==> config.mk <==
export PLATFORM = sky130hd
export DESIGN_NAME = dgp2_ctrl
export DESIGN_NICKNAME = d
export VERILOG_FILES = /design/src/hdl/dgp2_pkg.sv /design/src/hdl/dgp2_ctrl.sv
export SDC_FILE = /design/constraint.sdc
export NUM_CORES = 1
export LEC_CHECK = 0
export BUFFER_PORTS_ARGS = -buffer_cell sky130_fd_sc_hd__clkbuf_2
export CAP_MARGIN = 20
export CORE_ASPECT_RATIO = 0.7
export CORE_UTILIZATION = 60
export DETAILED_ROUTE_END_ITERATION = 12
export HOLD_SLACK_MARGIN = 0.06
export PLACE_DENSITY = 0.85
export SLEW_MARGIN = 0
export SYNTH_ARGS = -nofsm -noshare
export SYNTH_HDL_FRONTEND = slang
export SYNTH_SLANG_ARGS = --single-unit
==> constraint.sdc <==
create_clock -name clk -period 5 [get_ports clk]
set_clock_uncertainty 0.15 [all_clocks]
set_input_delay 0.25 -clock clk [delete_from_list [all_inputs] [get_ports clk]]
set_output_delay 0.25 -clock clk [all_outputs]
set_load 0.005 [all_outputs]
==> src/hdl/dgp2_pkg.sv <==
// Shared types, sizes, constant tables and helpers for the DG P2 advection step.
package dgp2_pkg;

  localparam int NUM_CELLS = 32;
  localparam int NUM_SLOTS = NUM_CELLS + 2;
  localparam int SLOT_W    = $clog2(NUM_SLOTS);
  localparam int COEF_W    = 32;
  localparam int STEP_W    = 24;
  localparam logic [STEP_W-1:0] STEP_RESET = 24'd6711;

  // shared multiplier and accumulator
  localparam int OPA_W  = 36;
  localparam int OPB_W  = 33;
  localparam int PROD_W = OPA_W + OPB_W;
  localparam int ACC_W  = PROD_W + 2;
  localparam int RND_SH = 30;

  // datapath value widths
  localparam int EDGE_W = 34;
  localparam int G_W    = 36;
  localparam int S_W    = 52;
  localparam int HALF_W = 31;
  localparam int HI_W   = S_W - HALF_W;
  localparam int LOP_W  = HALF_W + STEP_W + 1;
  localparam int R_W    = HI_W + STEP_W + 1;
  localparam int NEW_W  = R_W + 2;

  typedef struct packed {
    logic signed [COEF_W-1:0] coeff_zero;
    logic signed [COEF_W-1:0] coeff_one;
    logic signed [COEF_W-1:0] coeff_two;
    logic                     load_last;
  } in_word_t;

  typedef struct packed {
    logic [6:0]               cell_number;
    logic signed [COEF_W-1:0] new_coeff_zero;
    logic signed [COEF_W-1:0] new_coeff_one;
    logic signed [COEF_W-1:0] new_coeff_two;
    logic                     result_last;
  } out_word_t;

  typedef enum logic [2:0] {
    AS_COEF, AS_EDGE_CUR, AS_EDGE_PREV, AS_G, AS_HI, AS_LO
  } a_sel_t;

  typedef enum logic [2:0] {
    BK_RIGHT, BK_LEFT, BK_STIFF, BK_MASS, BK_STEP
  } b_kind_t;

  typedef enum logic [3:0] {
    ST_NONE, ST_EDGE, ST_G_SET, ST_G_SUB, ST_G_ADD, ST_S, ST_R_HI, ST_R_LO, ST_NEW
  } st_op_t;

  typedef struct packed {
    logic              load_in;
    logic              rd_en;
    logic              ld_coef;
    logic              mul_en;
    logic              mul_clr;
    a_sel_t            a_sel;
    b_kind_t           b_kind;
    logic [1:0]        row;
    logic [1:0]        col;
    st_op_t            st_op;
    logic              adv_edge;
    logic              emit;
    logic              keep_first;
    logic              ghost_lo;
    logic              ghost_hi;
    logic [SLOT_W-1:0] addr;
  } dp_cmd_t;

  typedef struct packed {
    logic out_free;
  } dp_stat_t;

  // edge basis values and stiffness, signed Q2.30
  function automatic logic signed [31:0] right_basis(input logic [1:0] k);
    case (k)
      2'd0:    return 32'sd95902752;
      2'd1:    return -32'sd357913941;
      2'd2:    return 32'sd1335753014;
      default: return '0;
    endcase
  endfunction

  function automatic logic signed [31:0] left_basis(input logic [1:0] k);
    case (k)
      2'd0:    return 32'sd1335753014;
      2'd1:    return -32'sd357913941;
      2'd2:    return 32'sd95902752;
      default: return '0;
    endcase
  endfunction

  function automatic logic signed [31:0] stiffness(input logic [1:0] j, input logic [1:0] k);
    case ({j, k})
      4'b0000: return -32'sd826566842;
      4'b0001: return -32'sd688805701;
      4'b0010: return 32'sd275522281;
      4'b0100: return 32'sd1102089122;
      4'b0101: return 32'sd0;
      4'b0110: return -32'sd1102089122;
      4'b1000: return -32'sd275522281;
      4'b1001: return 32'sd688805701;
      4'b1010: return 32'sd826566842;
      default: return '0;
    endcase
  endfunction

  // inverse mass in integers, scaled by NUM_CELLS/128
  function automatic logic signed [9:0] inv_mass(input logic [1:0] j, input logic [1:0] k);
    case ({j, k})
      4'b0000, 4'b1010: return 10'sd333;
      4'b0101:          return 10'sd144;
      4'b0010, 4'b1000: return 10'sd45;
      4'b0001, 4'b0100, 4'b0110, 4'b1001: return -10'sd36;
      default:          return '0;
    endcase
  endfunction

  // divide by 2^30, rounding half away from zero
  function automatic logic signed [ACC_W-1:0] round_shift(input logic signed [ACC_W-1:0] v);
    logic [ACC_W-1:0] m;
    logic [ACC_W-1:0] q;
    m = v[ACC_W-1] ? $unsigned(-v) : $unsigned(v);
    q = (m + (ACC_W'(1) << (RND_SH - 1))) >> RND_SH;
    return v[ACC_W-1] ? -$signed(q) : $signed(q);
  endfunction

  function automatic logic signed [COEF_W-1:0] sat32(input logic signed [NEW_W-1:0] v);
    if (v > NEW_W'(64'sd2147483647)) return 32'sh7fffffff;
    if (v < NEW_W'(-64'sd2147483648)) return 32'sh80000000;
    return v[COEF_W-1:0];
  endfunction

endpackage

==> src/hdl/dgp2_ctrl.sv <==
// Sequencer: load handshake, per-cell step program and write-back order.
module dgp2_ctrl
  import dgp2_pkg::*;
(
  input  logic     clk,
  input  logic     rst,
  input  logic     in_valid,
  output logic     in_ready,
  input  logic     load_last,
  input  dp_stat_t stat,
  output dp_cmd_t  cmd
);

  typedef enum logic [7:0] {
    S_LOAD   = 8'b0000_0001,
    S_READ   = 8'b0000_0010,
    S_EDGE   = 8'b0000_0100,
    S_GRAD   = 8'b0000_1000,
    S_UPD    = 8'b0001_0000,
    S_OUT    = 8'b0010_0000,
    S_GHOST0 = 8'b0100_0000,
    S_GHOSTN = 8'b1000_0000
  } state_t;

  state_t            state, state_next;
  logic [SLOT_W-1:0] cur_cell, cur_cell_next;
  logic [SLOT_W-1:0] load_cnt, load_cnt_next;
  logic [3:0]        sub, sub_next;
  logic [1:0]        row, row_next;

  always_ff @(posedge clk) begin
    if (rst) begin
      state    <= S_LOAD;
      cur_cell <= '0;
      load_cnt <= '0;
      sub      <= '0;
      row      <= '0;
    end else begin
      state    <= state_next;
      cur_cell <= cur_cell_next;
      load_cnt <= load_cnt_next;
      sub      <= sub_next;
      row      <= row_next;
    end
  end

  assign in_ready = (state == S_LOAD);

  always_comb begin
    cmd           = '0;
    cmd.row       = row;
    state_next    = state;
    cur_cell_next = cur_cell;
    load_cnt_next = load_cnt;
    sub_next      = sub + 4'd1;
    row_next      = row;
    unique case (state)
      S_LOAD: begin
        sub_next = '0;
        cmd.addr = load_cnt;
        if (in_valid) begin
          cmd.load_in = 1'b1;
          if (load_last) begin
            load_cnt_next = '0;
            cur_cell_next = '0;
            state_next    = S_READ;
          end else begin
            load_cnt_next = (load_cnt == SLOT_W'(NUM_SLOTS - 1)) ? '0 : load_cnt + 1'b1;
          end
        end
      end
      S_READ: begin
        cmd.rd_en  = 1'b1;
        cmd.addr   = cur_cell;
        sub_next   = '0;
        row_next   = '0;
        state_next = S_EDGE;
      end
      S_EDGE: begin
        case (sub)
          4'd0: cmd.ld_coef = 1'b1;
          4'd1, 4'd2, 4'd3: begin
            cmd.mul_en  = 1'b1;
            cmd.mul_clr = (sub == 4'd1);
            cmd.a_sel   = AS_COEF;
            cmd.b_kind  = BK_RIGHT;
            cmd.col     = 2'(sub - 4'd1);
          end
          4'd5: cmd.st_op = ST_EDGE;
          4'd6: begin
            sub_next = '0;
            if (cur_cell == '0) begin
              cmd.adv_edge  = 1'b1;
              cur_cell_next = cur_cell + 1'b1;
              state_next    = S_READ;
            end else begin
              state_next = S_GRAD;
            end
          end
          default: ;
        endcase
      end
      S_GRAD: begin
        case (sub)
          4'd0, 4'd1, 4'd2: begin
            cmd.mul_en  = 1'b1;
            cmd.mul_clr = (sub == 4'd0);
            cmd.a_sel   = AS_COEF;
            cmd.b_kind  = BK_STIFF;
            cmd.col     = sub[1:0];
          end
          4'd4: cmd.st_op = ST_G_SET;
          4'd5: begin
            cmd.mul_en  = 1'b1;
            cmd.mul_clr = 1'b1;
            cmd.a_sel   = AS_EDGE_CUR;
            cmd.b_kind  = BK_RIGHT;
            cmd.col     = row;
          end
          4'd7: cmd.st_op = ST_G_SUB;
          4'd8: begin
            cmd.mul_en  = 1'b1;
            cmd.mul_clr = 1'b1;
            cmd.a_sel   = AS_EDGE_PREV;
            cmd.b_kind  = BK_LEFT;
            cmd.col     = row;
          end
          4'd10: begin
            cmd.st_op = ST_G_ADD;
            sub_next  = '0;
            if (row == 2'd2) begin
              row_next   = '0;
              state_next = S_UPD;
            end else begin
              row_next = row + 2'd1;
            end
          end
          default: ;
        endcase
      end
      S_UPD: begin
        case (sub)
          4'd0, 4'd1, 4'd2: begin
            cmd.mul_en  = 1'b1;
            cmd.mul_clr = (sub == 4'd0);
            cmd.a_sel   = AS_G;
            cmd.b_kind  = BK_MASS;
            cmd.col     = sub[1:0];
          end
          4'd4: cmd.st_op = ST_S;
          4'd5: begin
            cmd.mul_en  = 1'b1;
            cmd.mul_clr = 1'b1;
            cmd.a_sel   = AS_HI;
            cmd.b_kind  = BK_STEP;
          end
          4'd7: cmd.st_op = ST_R_HI;
          4'd8: begin
            cmd.mul_en  = 1'b1;
            cmd.mul_clr = 1'b1;
            cmd.a_sel   = AS_LO;
            cmd.b_kind  = BK_STEP;
          end
          4'd10: cmd.st_op = ST_R_LO;
          4'd11: begin
            cmd.st_op = ST_NEW;
            sub_next  = '0;
            if (row == 2'd2) begin
              row_next   = '0;
              state_next = S_OUT;
            end else begin
              row_next = row + 2'd1;
            end
          end
          default: ;
        endcase
      end
      S_OUT: begin
        cmd.addr = cur_cell;
        sub_next = '0;
        if (stat.out_free) begin
          cmd.emit       = 1'b1;
          cmd.adv_edge   = 1'b1;
          cmd.keep_first = (cur_cell == SLOT_W'(1));
          if (cur_cell == SLOT_W'(NUM_CELLS)) begin
            state_next = S_GHOST0;
          end else begin
            cur_cell_next = cur_cell + 1'b1;
            state_next    = S_READ;
          end
        end
      end
      S_GHOST0: begin
        // left ghost takes the new last cell
        cmd.ghost_lo = 1'b1;
        cmd.addr     = '0;
        state_next   = S_GHOSTN;
      end
      S_GHOSTN: begin
        cmd.ghost_hi = 1'b1;
        cmd.addr     = SLOT_W'(NUM_SLOTS - 1);
        state_next   = S_LOAD;
      end
      default: state_next = S_LOAD;
    endcase
  end

endmodule

### Word-level counts from Yosys, hierarchy flattened

Index checks and enable logic that the tools add are counted.

| word-level totals | value |
|---|---|
| bits of input ports | 5 |
| logic and storage cells | 107 |
| bits in registers | 26 |

| cells by class | value |
|---|---|
| add/subtract/negate cells | 5 |
| equality and inequality tests | 32 |
| multiplexer cells | 52 |
| reductions and logical operators | 13 |

Operators with widths:

| cell | count |
|---|---|
| $mux W8 | 9 |
| $pmux W8 S3 | 3 |
| $pmux W8 S7 | 1 |
| $pmux W6 S3 | 3 |
| $mux W6 | 8 |
| $pmux W4 S4 | 2 |
| $eq A4 B3 Y1 const B | 4 |
| $mux W4 | 4 |
| $ne A2 B2 Y1 const B | 8 |
| $add A6 B1 Y6 const B | 2 |
| $eq A4 B4 Y1 const B | 3 |
| $eq A6 B6 Y1 const B | 2 |
| $mux W2 | 6 |
| $mux W1 | 10 |
| $pmux W3 S3 | 1 |
| $reduce_or A3 Y1 | 3 |
| $eq A4 B2 Y1 const B | 2 |
| $eq A8 B1 Y1 const B | 1 |
| $eq A8 B2 Y1 const B | 1 |
| $eq A8 B3 Y1 const B | 1 |
| $eq A8 B4 Y1 const B | 1 |
| $eq A8 B5 Y1 const B | 1 |
| $eq A8 B6 Y1 const B | 1 |
| $eq A8 B7 Y1 const B | 1 |
| 21 further kinds | 24 |

### Longest topological paths before layout

Gate-level depths: netlist of run 1.

| depth | value |
|---|---|
| depth in word-level cells | 4 |
| gate-level depth with buffers | 7 |
| gate-level depth less buffers | 7 |

### Least setup slack after synthesis of run 1

Ideal clock, no wire load.

| timing path | value |
|---|---|
| path kind | register to output |
| start point | register state[0] |
| end point | output cmd[15] in the netlist's numbering |
| stages on the path, launching flop included | 7 |
| arrival time | 2,083 ps |
| setup slack | 2,517 ps |
| cells stage by stage | dfxtp_1 -> or4_1 -> buf_2 -> nor4_2 -> o311ai_0 -> a21oi_1 -> a21o_1 |

RTL lines:

| what | RTL line | source |
|---|---|---|
| start: declaration | dgp2_ctrl.sv:25 | `state_t state, state_next;` |
| start signal: assignment | dgp2_ctrl.sv:39 | `state <= state_next;` |
| end: declaration | dgp2_ctrl.sv:11 | `output dp_cmd_t cmd` |

==> results of run 1 <==
[final cells by class]
type / instances / area, um2
sequential: 26 / 520
clock buffer: 3 / 41.3
multi-input combinational: 201 / 1310
inverter: 13 / 48.8
timing repair buffer: 35 / 175
fill: 243 / 786
tap: 36 / 45.0
[through the flow]
step | worst slack, ns | instance area, um2 | cells
final | 1.75 | 2140 | 314
after floorplan | 2.52 | 1930 | 251
after global placement | 2.21 | 2100 | 311
after CTS | 1.80 | 2140 | 314
after global routing | 1.45 | 2140 | 314
after detailed placement | 2.09 | 2100 | 311
[power by group through the flow]
stage          logic, mW  clock network (mW)  registers (mW)
2_1_floorplan      0.237                   0           0.241
3_3_place_gp       0.304                   0           0.255
3_5_place_dp       0.307                   0           0.256
4_1_cts            0.309               0.118           0.252
5_1_grt            0.351               0.127           0.257
6_report           0.316               0.118           0.253
[cells in the mapped netlist (all sizes together) (3+ instances only)]
cell	instances	area [um2]
a22oi	3	22.5
o22ai	4	25.0
clkbuf	7	26.3
xor2	3	26.3
nand4	5	31.3
a32o	4	40.0
nand3	10	50.1
or4	6	45.0
buf	4	23.8
and3	3	18.8
a22o	5	43.8
o21ai	10	50.0
nor2	27	101
nor3	9	50.1
dfxtp	26	521
nand2	22	82.6
xnor2	5	43.8
nand2b	4	25.0
nor2b	4	25.0
nor4b	3	26.3
inv	11	41.3
a21oi	13	65.1
or3	5	36.3
ha	10	125
nor4	8	62.6
nand3b	5	37.5
[tightest hold or removal path, cell delays in order]
cell	delay, ns
clkbuf_2	0.09
a21oi_1	0.06
nand3b_1	0.08
a21oi_1	0.06
[worst paths after layout]
path	from	end	slack (ns)	depth (start not counted)
setup reg to reg	state[0]	sub[3]	2.23	5
hold / removal	load_last	load_cnt[1]	0.16	4
hold reg to reg	load_cnt[1]	load_cnt[1]	0.36	2
setup / recovery	state[0]	cmd[16]	1.75	6
[registers in the layout, indices dropped and copies added (netlist names)]
signal    count
state         8
sub           4
load_cnt      6
cur_cell      6
row           2
[layer usage]
layer	part of all wire	wire length (um)	track usage
met1	0.49	2540	0.481
met2	0.40	2060	0.458
met3	0.098	504	0.0620
met4	0.0072	37	0.0333
met5	0	0	0
[cell families after synthesis]
group / synth area share
simple gates: 0.352
compound gates: 0.225
flops: 0.270
buf+inv: 0.0513
fa+ha+maj: 0.0650
xor+xnor: 0.0364
==> metrics.md, run 1 <==
| Metric | Value |
|---|---|
| Outcome | completed |
| Clock power share | 0.172 |
| Worst relative slew slack | 0.388 |
| Slowest cell delay on critical path | 0.69 ns |
| Cell Pwr Density | 321 nW/um2 |
| Final ANT Viol Nets | 0 |
| Routed WL per cell | 16.4 um |
| Worst Setup End Kind | output pin |
| P_sw | 0.303 mW |
| Leak | 0.842 nW |
| Most common cell after layout, fill and taps aside | clkbuf_2 |
| Post-CTS Setup Bufs | 0 |
| DRC | 0 |
| Tcrit/Tclk final | 0.650 |
| WL final | 5140 um |
| H-tree depth | 1 |
| Post-detail-place hpwl | 4010 um |
| Total Negative Setup Slacks | 0 ns |
| Synth Cell Area | 1930 um2 |
| Post-synth cell types | 54 |
| Hold buffers post-CTS | 0 |
| I/O Buffers | 35 |
| Root Buffer | clkbuf_8 |
| Logic pwr share | 0.460 |
| Cells after Synth | 251 |
| Gr ovfl total | 0 |
| Measured slew at the worst slew-check pin | 0.909 ns |
| Post-CTS Resized | 0 |
| Worst path slowest cell | or4_1 |
| GP Congestion | 0.951 |
| Main synth FF type | dfxtp_1 |
| Commonest cells after routing, fill and taps aside | 35 x clkbuf_2, 27 x nor2_1, 26 x dfxtp_1 |
| Total track usage | 0.312 |
| CTS tree | built |
| Flop pwr share | 0.368 |
| Pwr Total | 0.687 mW |
| Post-synth EDFFs | 0 |
| Critical path required time | 4.60 ns |
| Row count | 16 |
| Final setup violation count | 0 |
| Layout Area Growth over Synthesis | 11.0% |
| Post-route minimum period | 3.25 ns |
| RSZ-0062 raised after global routing | false |
| Die height | 49.4 um |
| Seq/Total Area, Yosys | 0.270 |
| Switching share of total power | 0.440 |
| # Max-Cap Violations | 0 |
| Die ar. | 3440 um2 |
| Vias per Instance | 6.56 |
| Post-route core utilization | 0.731 |
| Core box area | 2920 um2 |
| Worst Setup Start Kind | flip-flop |
| Die Span X | 69.7 um |
| Synth warn | 0 |
| Int Power | 0.385 mW |
| Ant. Diodes | 0 |
| Clk_lat worst skew | 0.27 ns |
| Pins Over Slew Limit | 0 |
| Syn nets | 266 |
| Yosys reg bits | 26 |
| Mapped Avg Cell Area | 7.67 um2 |
| Layout cell share with drive strength beyond 1 | 0.169 |
| Worst IR Drop VDD | 0.201 mV |
| CP max FO | 10 |
| CP Data Arrival Time | 2.85 ns |
| First-pass GRT wire length | 8650 um |
| Pre-Repair DR Iteration Count | 5 |
| FMAX | 308 MHz |
| Detailed Route Iter0 Violations | 267 |
| Pin count of the biggest net entering global routing | 21 |
| Buf/Inv on CP | 1 |
| Clk sinks | 26 |
| Synth async-reset ratio | 0 |
| Vias in the first global route | 1776 |
| Nets | 295 |
| Total CTS buffers | 3 |
| CP Class | flip-flop to output pin |
| CP Cell Sequence | or4_1 -> nor4_2 -> o311ai_0 -> nor2_1 -> a221o_1 -> clkbuf_2 |
| Number of top-level pins | 36 |
| Clock Path Buffers | 2 |
| DR vias | 2060 |
| Clk slew on worst S/H paths | 0.09 ns |
| Hold Vio Cnt, Final | 0 |
| Hold Slack | 0.161 ns |
| Hold crit path type | input pin to flip-flop |
| Worst path top cell family by delay | simple AND/OR/NAND/NOR gates |
| Initial antenna violation count | 0 |
| Initial Util | 0.659 |
Power figures use the tool's default switching activity.
==> run 2, diff against run 1 <==
CORE_UTILIZATION = 50   (was 60)
PLACE_DENSITY = 0.76   (was 0.85)
clock period = 2.9 ns   (was 5 ns; I/O delays follow)
==> metrics.md, run 2 (synthesized netlist as in run 1, its figures left out) <==
| Metric | Value |
|---|---|
| Clk sinks | 26 (unchanged) |
| Max reg flops | 8 (unchanged) |
| P_sw | 0.512 mW (+69%) |
| Die height | 53.9 um (+9.2%) |
| Worst IR Drop VDD | 0.326 mV (+62%) |
| Total track usage | 0.243 (-0.0691) |
| Worst Hold Launch | stat |
| Worst path slowest cell | or4_1 |
| CTS tree | built |
| DR vias | 2049 (-0.53%) |
| Core box area | 3600 um2 (+23%) |
| Gr ovfl total | 0 (unchanged) |
| Leak | 0.892 nW (+5.9%) |
| Number of top-level pins | 36 (unchanged) |
| Initial Util | 0.534 (-0.124) |
| Vias in the first global route | 1598 (-10%) |
| Hold Vio Cnt, Final | 0 (unchanged) |
| FF-to-FF Start | state[7] |
| Detailed Route Iter0 Violations | 194 (-27%) |
| Slowest cell delay on critical path | 0.69 ns (about the same) |
| Clk_lat worst skew | 0.27 ns (about the same) |
| Layout cell share with drive strength beyond 1 | 0.192 (+0.0226) |
| Pre-Repair DR Iteration Count | 5 (unchanged) |
| Critical path startpoint | state[7] |
| Worst relative slew slack | 0.517 (+0.128) |
| Final setup violation count | 0 (unchanged) |
| Largest registers | state (8), cur_cell (6), load_cnt (6) |
| Most common cell after layout, fill and taps aside | clkbuf_2 |
| Initial antenna violation count | 0 (unchanged) |
| R2r worst-path depth | 5 (unchanged) |
| Commonest cells after routing, fill and taps aside | 35 x clkbuf_2, 27 x nor2_1, 26 x dfxtp_1 |
| Post-CTS Setup Bufs | 0 (unchanged) |
| Post-route core utilization | 0.619 (-0.112) |
| Layout Area Growth over Synthesis | 15.9% |
| Hold Slack | 0.0871 ns (-0.0742 ns) |
| Total CTS buffers | 3 (unchanged) |
| Tcrit/Tclk final | 0.941 |
| FMAX | 366 MHz |
| I/O Buffers | 35 (unchanged) |
| Crit path depth | 7 (+1) |
| Worst Setup Start Kind | flip-flop |
| Pin count of the biggest net entering global routing | 21 (unchanged) |
| # Max-Cap Violations | 0 (unchanged) |
| DRC | 0 (unchanged) |
| CP Data Arrival Time | 2.44 ns (-0.41 ns) |
| Fillers | 342 (+41%) |
| Pins Over Slew Limit | 0 (unchanged) |
| CP Cell Sequence | or4_1 -> nor4_2 -> buf_4 -> o311ai_0 -> a21oi_1 -> a21o_1 -> clkbuf_2 |
| Row count | 18 (+2) |
| CP max FO | 10 (unchanged) |
| WL final | 4990 um (-3.0%) |
| GP Congestion | 0.880 (-7.4%) |
| Clk slew on worst S/H paths | 0.10 ns (about the same) |
| Post-detail-place hpwl | 3820 um (-4.8%) |
| Measured slew at the worst slew-check pin | 0.719 ns (-0.190 ns) |
| Die Span X | 76.2 um (+9.3%) |
| Die ar. | 4110 um2 (+19%) |
| Int Power | 0.705 mW (+83%) |
| Worst Setup End Kind | output pin |
| Vias per Instance | 6.08 (-7.3%) |
| Logic pwr share | 0.466 (+0.006) |
| Total Negative Setup Slacks | 0 ns (unchanged) |
| Clock power share | 0.195 (+0.023) |
| Buf/Inv on CP | 2 (+1) |
| Hold Crit Depth | 3 (-1) |
| RSZ-0062 raised after global routing | false |
| Hold crit path type | input pin to flip-flop |
| Clock Path Buffers | 2 (unchanged) |
| Ant. Diodes | 0 (unchanged) |
| Nets | 303 (+2.7%) |
| Largest reg by FF count | state |
| Root Buffer | clkbuf_8 |
| Flop pwr share | 0.339 (-0.029) |
| Cell Pwr Density | 545 nW/um2 (+70%) |
| Worst path top cell family by delay | simple AND/OR/NAND/NOR gates |
| H-tree depth | 1 (unchanged) |
| Post-route minimum period | 2.73 ns |
| Switching share of total power | 0.421 (-0.0195) |
| Critical path required time | 2.61 ns (-1.99 ns) |
| Outcome | completed |
| First-pass GRT wire length | 7800 um (-9.8%) |
| Final ANT Viol Nets | 0 (unchanged) |
| CP Class | flip-flop to output pin |
| Routed WL per cell | 14.8 um (-9.6%) |
==> run 2: cell types whose count changed in the layout (fill, tap and decap cells not counted) <==
cell and delta:
buf_4 +7, clkbuf_8 +1, dlygate4sd3_1 +1
==> run 2: timing repair <==
item / CTS / global route
hold buffers: 1 / 0
gates resized for setup: 0 / 0
endpoints found under the hold margin: 1 / 0
==> run 2: area by class of cell <==
cell class	instances	area, um2	area share
Multi-Input combinational cell	201	1310	0.586
Tap cell	50	62.6	0.0280
Sequential cell	26	520	0.233
Clock buffer	4	55.1	0.0247
Timing Repair Buffer	43	238	0.107
Inverter	13	48.8	0.0219
==> run 2: path summary, 6_finish.rpt <==
path                               endpoint  slack, ns
worst max-delay path                cmd[15]       0.17
worst max register to register  cur_cell[5]       0.30
worst min register to register  load_cnt[1]       0.38
worst min-delay path               state[5]       0.09
==> run 2: per-layer routing <==
metal	GRT usage	vias up	routed length (um)
met1	0.386	937	2570
met5	0	-	0
met2	0.348	96	1930
met3	0.0407	4	470
met4	0.0128	0	14
li1	-	1012	-
==> run 2: worst min-delay path, delay by kind of cell <==
family,cells,cell delay (ns)
AO/OA/AOI/OAI,1,0.13
AND/OR/NAND/NOR,1,0.11
buffers and inverters,1,0.10
==> run 2: metrics by stage <==
stage | instances | power (mW) | worst slack, ns | cell area (um2)
2_1_floorplan | 251 | 0.823 | 0.516 | 1930
3_3_place_gp | 332 | 0.972 | 0.401 | 2170
3_5_place_dp | 332 | 0.971 | 0.362 | 2170
4_1_cts | 337 | 1.21 | 0.194 | 2230
5_1_grt | 337 | 1.30 | 0.0768 | 2230
6_report | 337 | 1.22 | 0.170 | 2230
==> run 2: power by group through the flow <==
stage                     combinational (mW)  clock, mW  sequential, mW
after floorplan                        0.408          0           0.415
after global placement                 0.554          0           0.418
after detailed placement               0.550          0           0.421
after CTS                              0.555      0.242           0.412
after global routing                   0.628      0.257           0.417
final                                  0.566      0.238           0.413
==> run 3, diff against run 2 <==
CORE_UTILIZATION = 52   (was 50)
CTS_BUF_LIST = sky130_fd_sc_hd__clkbuf_4 sky130_fd_sc_hd__clkbuf_8   (was not set)
PLACE_DENSITY = 0.78   (was 0.76)
==> metrics.md, run 3 (synthesized netlist as in run 1, its figures left out) <==
| Metric | Value |
|---|---|
| Outcome | completed |
| Leak | 0.881 nW (-1.2%) |
| Post-CTS Resized | 0 (unchanged) |
| Number of top-level pins | 36 (unchanged) |
| Setup slack at placement | 0.336 ns (-0.0265 ns) |
| Post-detail-place hpwl | 3950 um (+3.4%) |
| Initial Util | 0.545 (+0.0102) |
| Clk slew on worst S/H paths | 0.10 ns (about the same) |
| Vias in the first global route | 1739 (+8.8%) |
| Pins Over Slew Limit | 0 (unchanged) |
| Area of the multi-input gates | 1310 um2 (unchanged) |
| Pre-Repair DR Iteration Count | 5 (unchanged) |
| Row count | 18 (unchanged) |
| Layout cell share with drive strength beyond 1 | 0.186 (-0.00567) |
| Worst Setup End Kind | output pin |
| CP Data Arrival Time | 2.36 ns (-0.08 ns) |
| Root Buffer | clkbuf_8 |
| Fillers | 335 (-2.0%) |
| Worst relative slew slack | 0.515 (-0.00218) |
| Worst IR Drop VDD | 0.392 mV (+20%) |
| Final setup violation count | 0 (unchanged) |
| CTS tree | built |
| Setup slack, reg-to-reg | 0.25 ns (-0.05 ns) |
| Clk_lat worst skew | 0.29 ns (+0.02 ns) |
| H-tree depth | 1 (unchanged) |
| Total track usage | 0.289 (+0.0456) |
| FMAX | 377 MHz (+2.9%) |
| Detailed Route Iter0 Violations | 236 (+22%) |
| Max reg flops | 8 (unchanged) |
| Core box area | 3540 um2 (-1.9%) |
| Hold Vio Cnt, Final | 0 (unchanged) |
| Clock Path Buffers | 2 (unchanged) |
| Reg area | 520 um2 (unchanged) |
| Initial antenna violation count | 0 (unchanged) |
| Final ANT Viol Nets | 0 (unchanged) |
| Total Negative Setup Slacks | 0 ns (unchanged) |
| # Max-Cap Violations | 0 (unchanged) |
| GP Congestion | 0.884 (+0.42%) |
| Layout Area Growth over Synthesis | 15.1% |
| Hold crit path type | input pin to flip-flop |
| WL final | 5210 um (+4.5%) |
| Total CTS buffers | 3 (unchanged) |
| Routed WL per cell | 15.5 um (+5.1%) |
| Measured slew at the worst slew-check pin | 0.723 ns (+0.00324 ns) |
| Worst Setup Start Kind | flip-flop |
| Area post-placement | 2150 um2 (-0.69%) |
| Nets | 301 (-0.66%) |
| Tcrit/Tclk final | 0.915 (-0.0261) |
| Gr ovfl total | 0 (unchanged) |
| Post-route minimum period | 2.65 ns (-0.0757 ns) |
| CP max FO | 9 (-1) |
| Ant. Diodes | 0 (unchanged) |
| Vias per Instance | 6.29 (+3.4%) |
| CP Class | flip-flop to output pin |
| Most common cell after layout, fill and taps aside | clkbuf_2 |
| Die ar. | 3950 um2 (-3.7%) |
| Hold Slack | 0.0920 ns (+0.00494 ns) |
| Critical path required time | 2.61 ns (about the same) |
| First-pass GRT wire length | 8490 um (+8.8%) |
| Cell Pwr Density | 560 nW/um2 (+2.8%) |
| Clk sinks | 26 (unchanged) |
| Largest reg by FF count | state |
| Pin count of the biggest net entering global routing | 21 (unchanged) |
| DR vias | 2107 (+2.8%) |
| Largest registers | state (8), cur_cell (6), load_cnt (6) |
| RSZ-0062 raised after global routing | false |
| Die Span X | 74.7 um (-1.9%) |
| Commonest cells after routing, fill and taps aside | 35 x clkbuf_2, 27 x nor2_1, 26 x dfxtp_1 |
| Setup ws final | 0.246 ns (+0.0758 ns) |
| DRC | 0 (unchanged) |
| I/O Buffers | 35 (unchanged) |
| Die height | 52.9 um (-1.9%) |
| Layout Cell Area excl Fill | 2220 um2 (-0.67%) |
## run 3: worst paths after layout
check                    from          end  cells past startpoint
hold reg to reg   load_cnt[1]  load_cnt[1]                      2
setup reg to reg     state[0]  cur_cell[5]                      5
setup / recovery     state[0]      cmd[11]                      6
hold / removal           stat     state[5]                      3
## run 3: worst max-delay path: stages, from the launching register on
cell	delay [ns]
dfxtp_1	0.36
or4_1	0.73
nor4_2	0.24
buf_4	0.22
a22oi_1	0.09
o32ai_1	0.27
clkbuf_2	0.16
## run 3: repair_timing
| item | in CTS | in global routing |
|---|---|---|
| hold endpoints to repair | 1 | 0 |
| setup endpoints to repair | 0 | 0 |
| setup buffers | 0 | 0 |
| hold buffers | 1 | 0 |
## run 3: report_power, final
part	switching (mW)	internal, mW	total (mW)	leakage, nW
combinational	0.380	0.199	0.579	0.642
clock	0.120	0.122	0.241	0.0288
sequential	0.0392	0.382	0.422	0.210
total	0.539	0.703	1.24	0.881
## run 3: per-stage QoR
stage          std cells   util  power [mW]
2_1_floorplan        251      -       0.823
3_3_place_gp         330  0.608       0.975
3_5_place_dp         330  0.608       0.988
4_1_cts              335  0.627        1.23
5_1_grt              335  0.627        1.32
6_report             335  0.627        1.24
## run 3: layout make-up
cell class,count,area share
Timing Repair Buffer,41,0.101
Sequential cell,26,0.235
Multi-Input combinational cell,201,0.589
Inverter,13,0.0220
Clock buffer,4,0.0248
Tap cell,50,0.0282
## run 3: routing by layer
layer	global-route usage	up-vias	routed length [um]	part of all wire
met5	0	-	0	0
met1	0.426	982	2480	0.48
met2	0.407	116	2110	0.41
li1	-	1005	-	-
met4	0.0503	0	27	0.0052
met3	0.0914	4	595	0.11
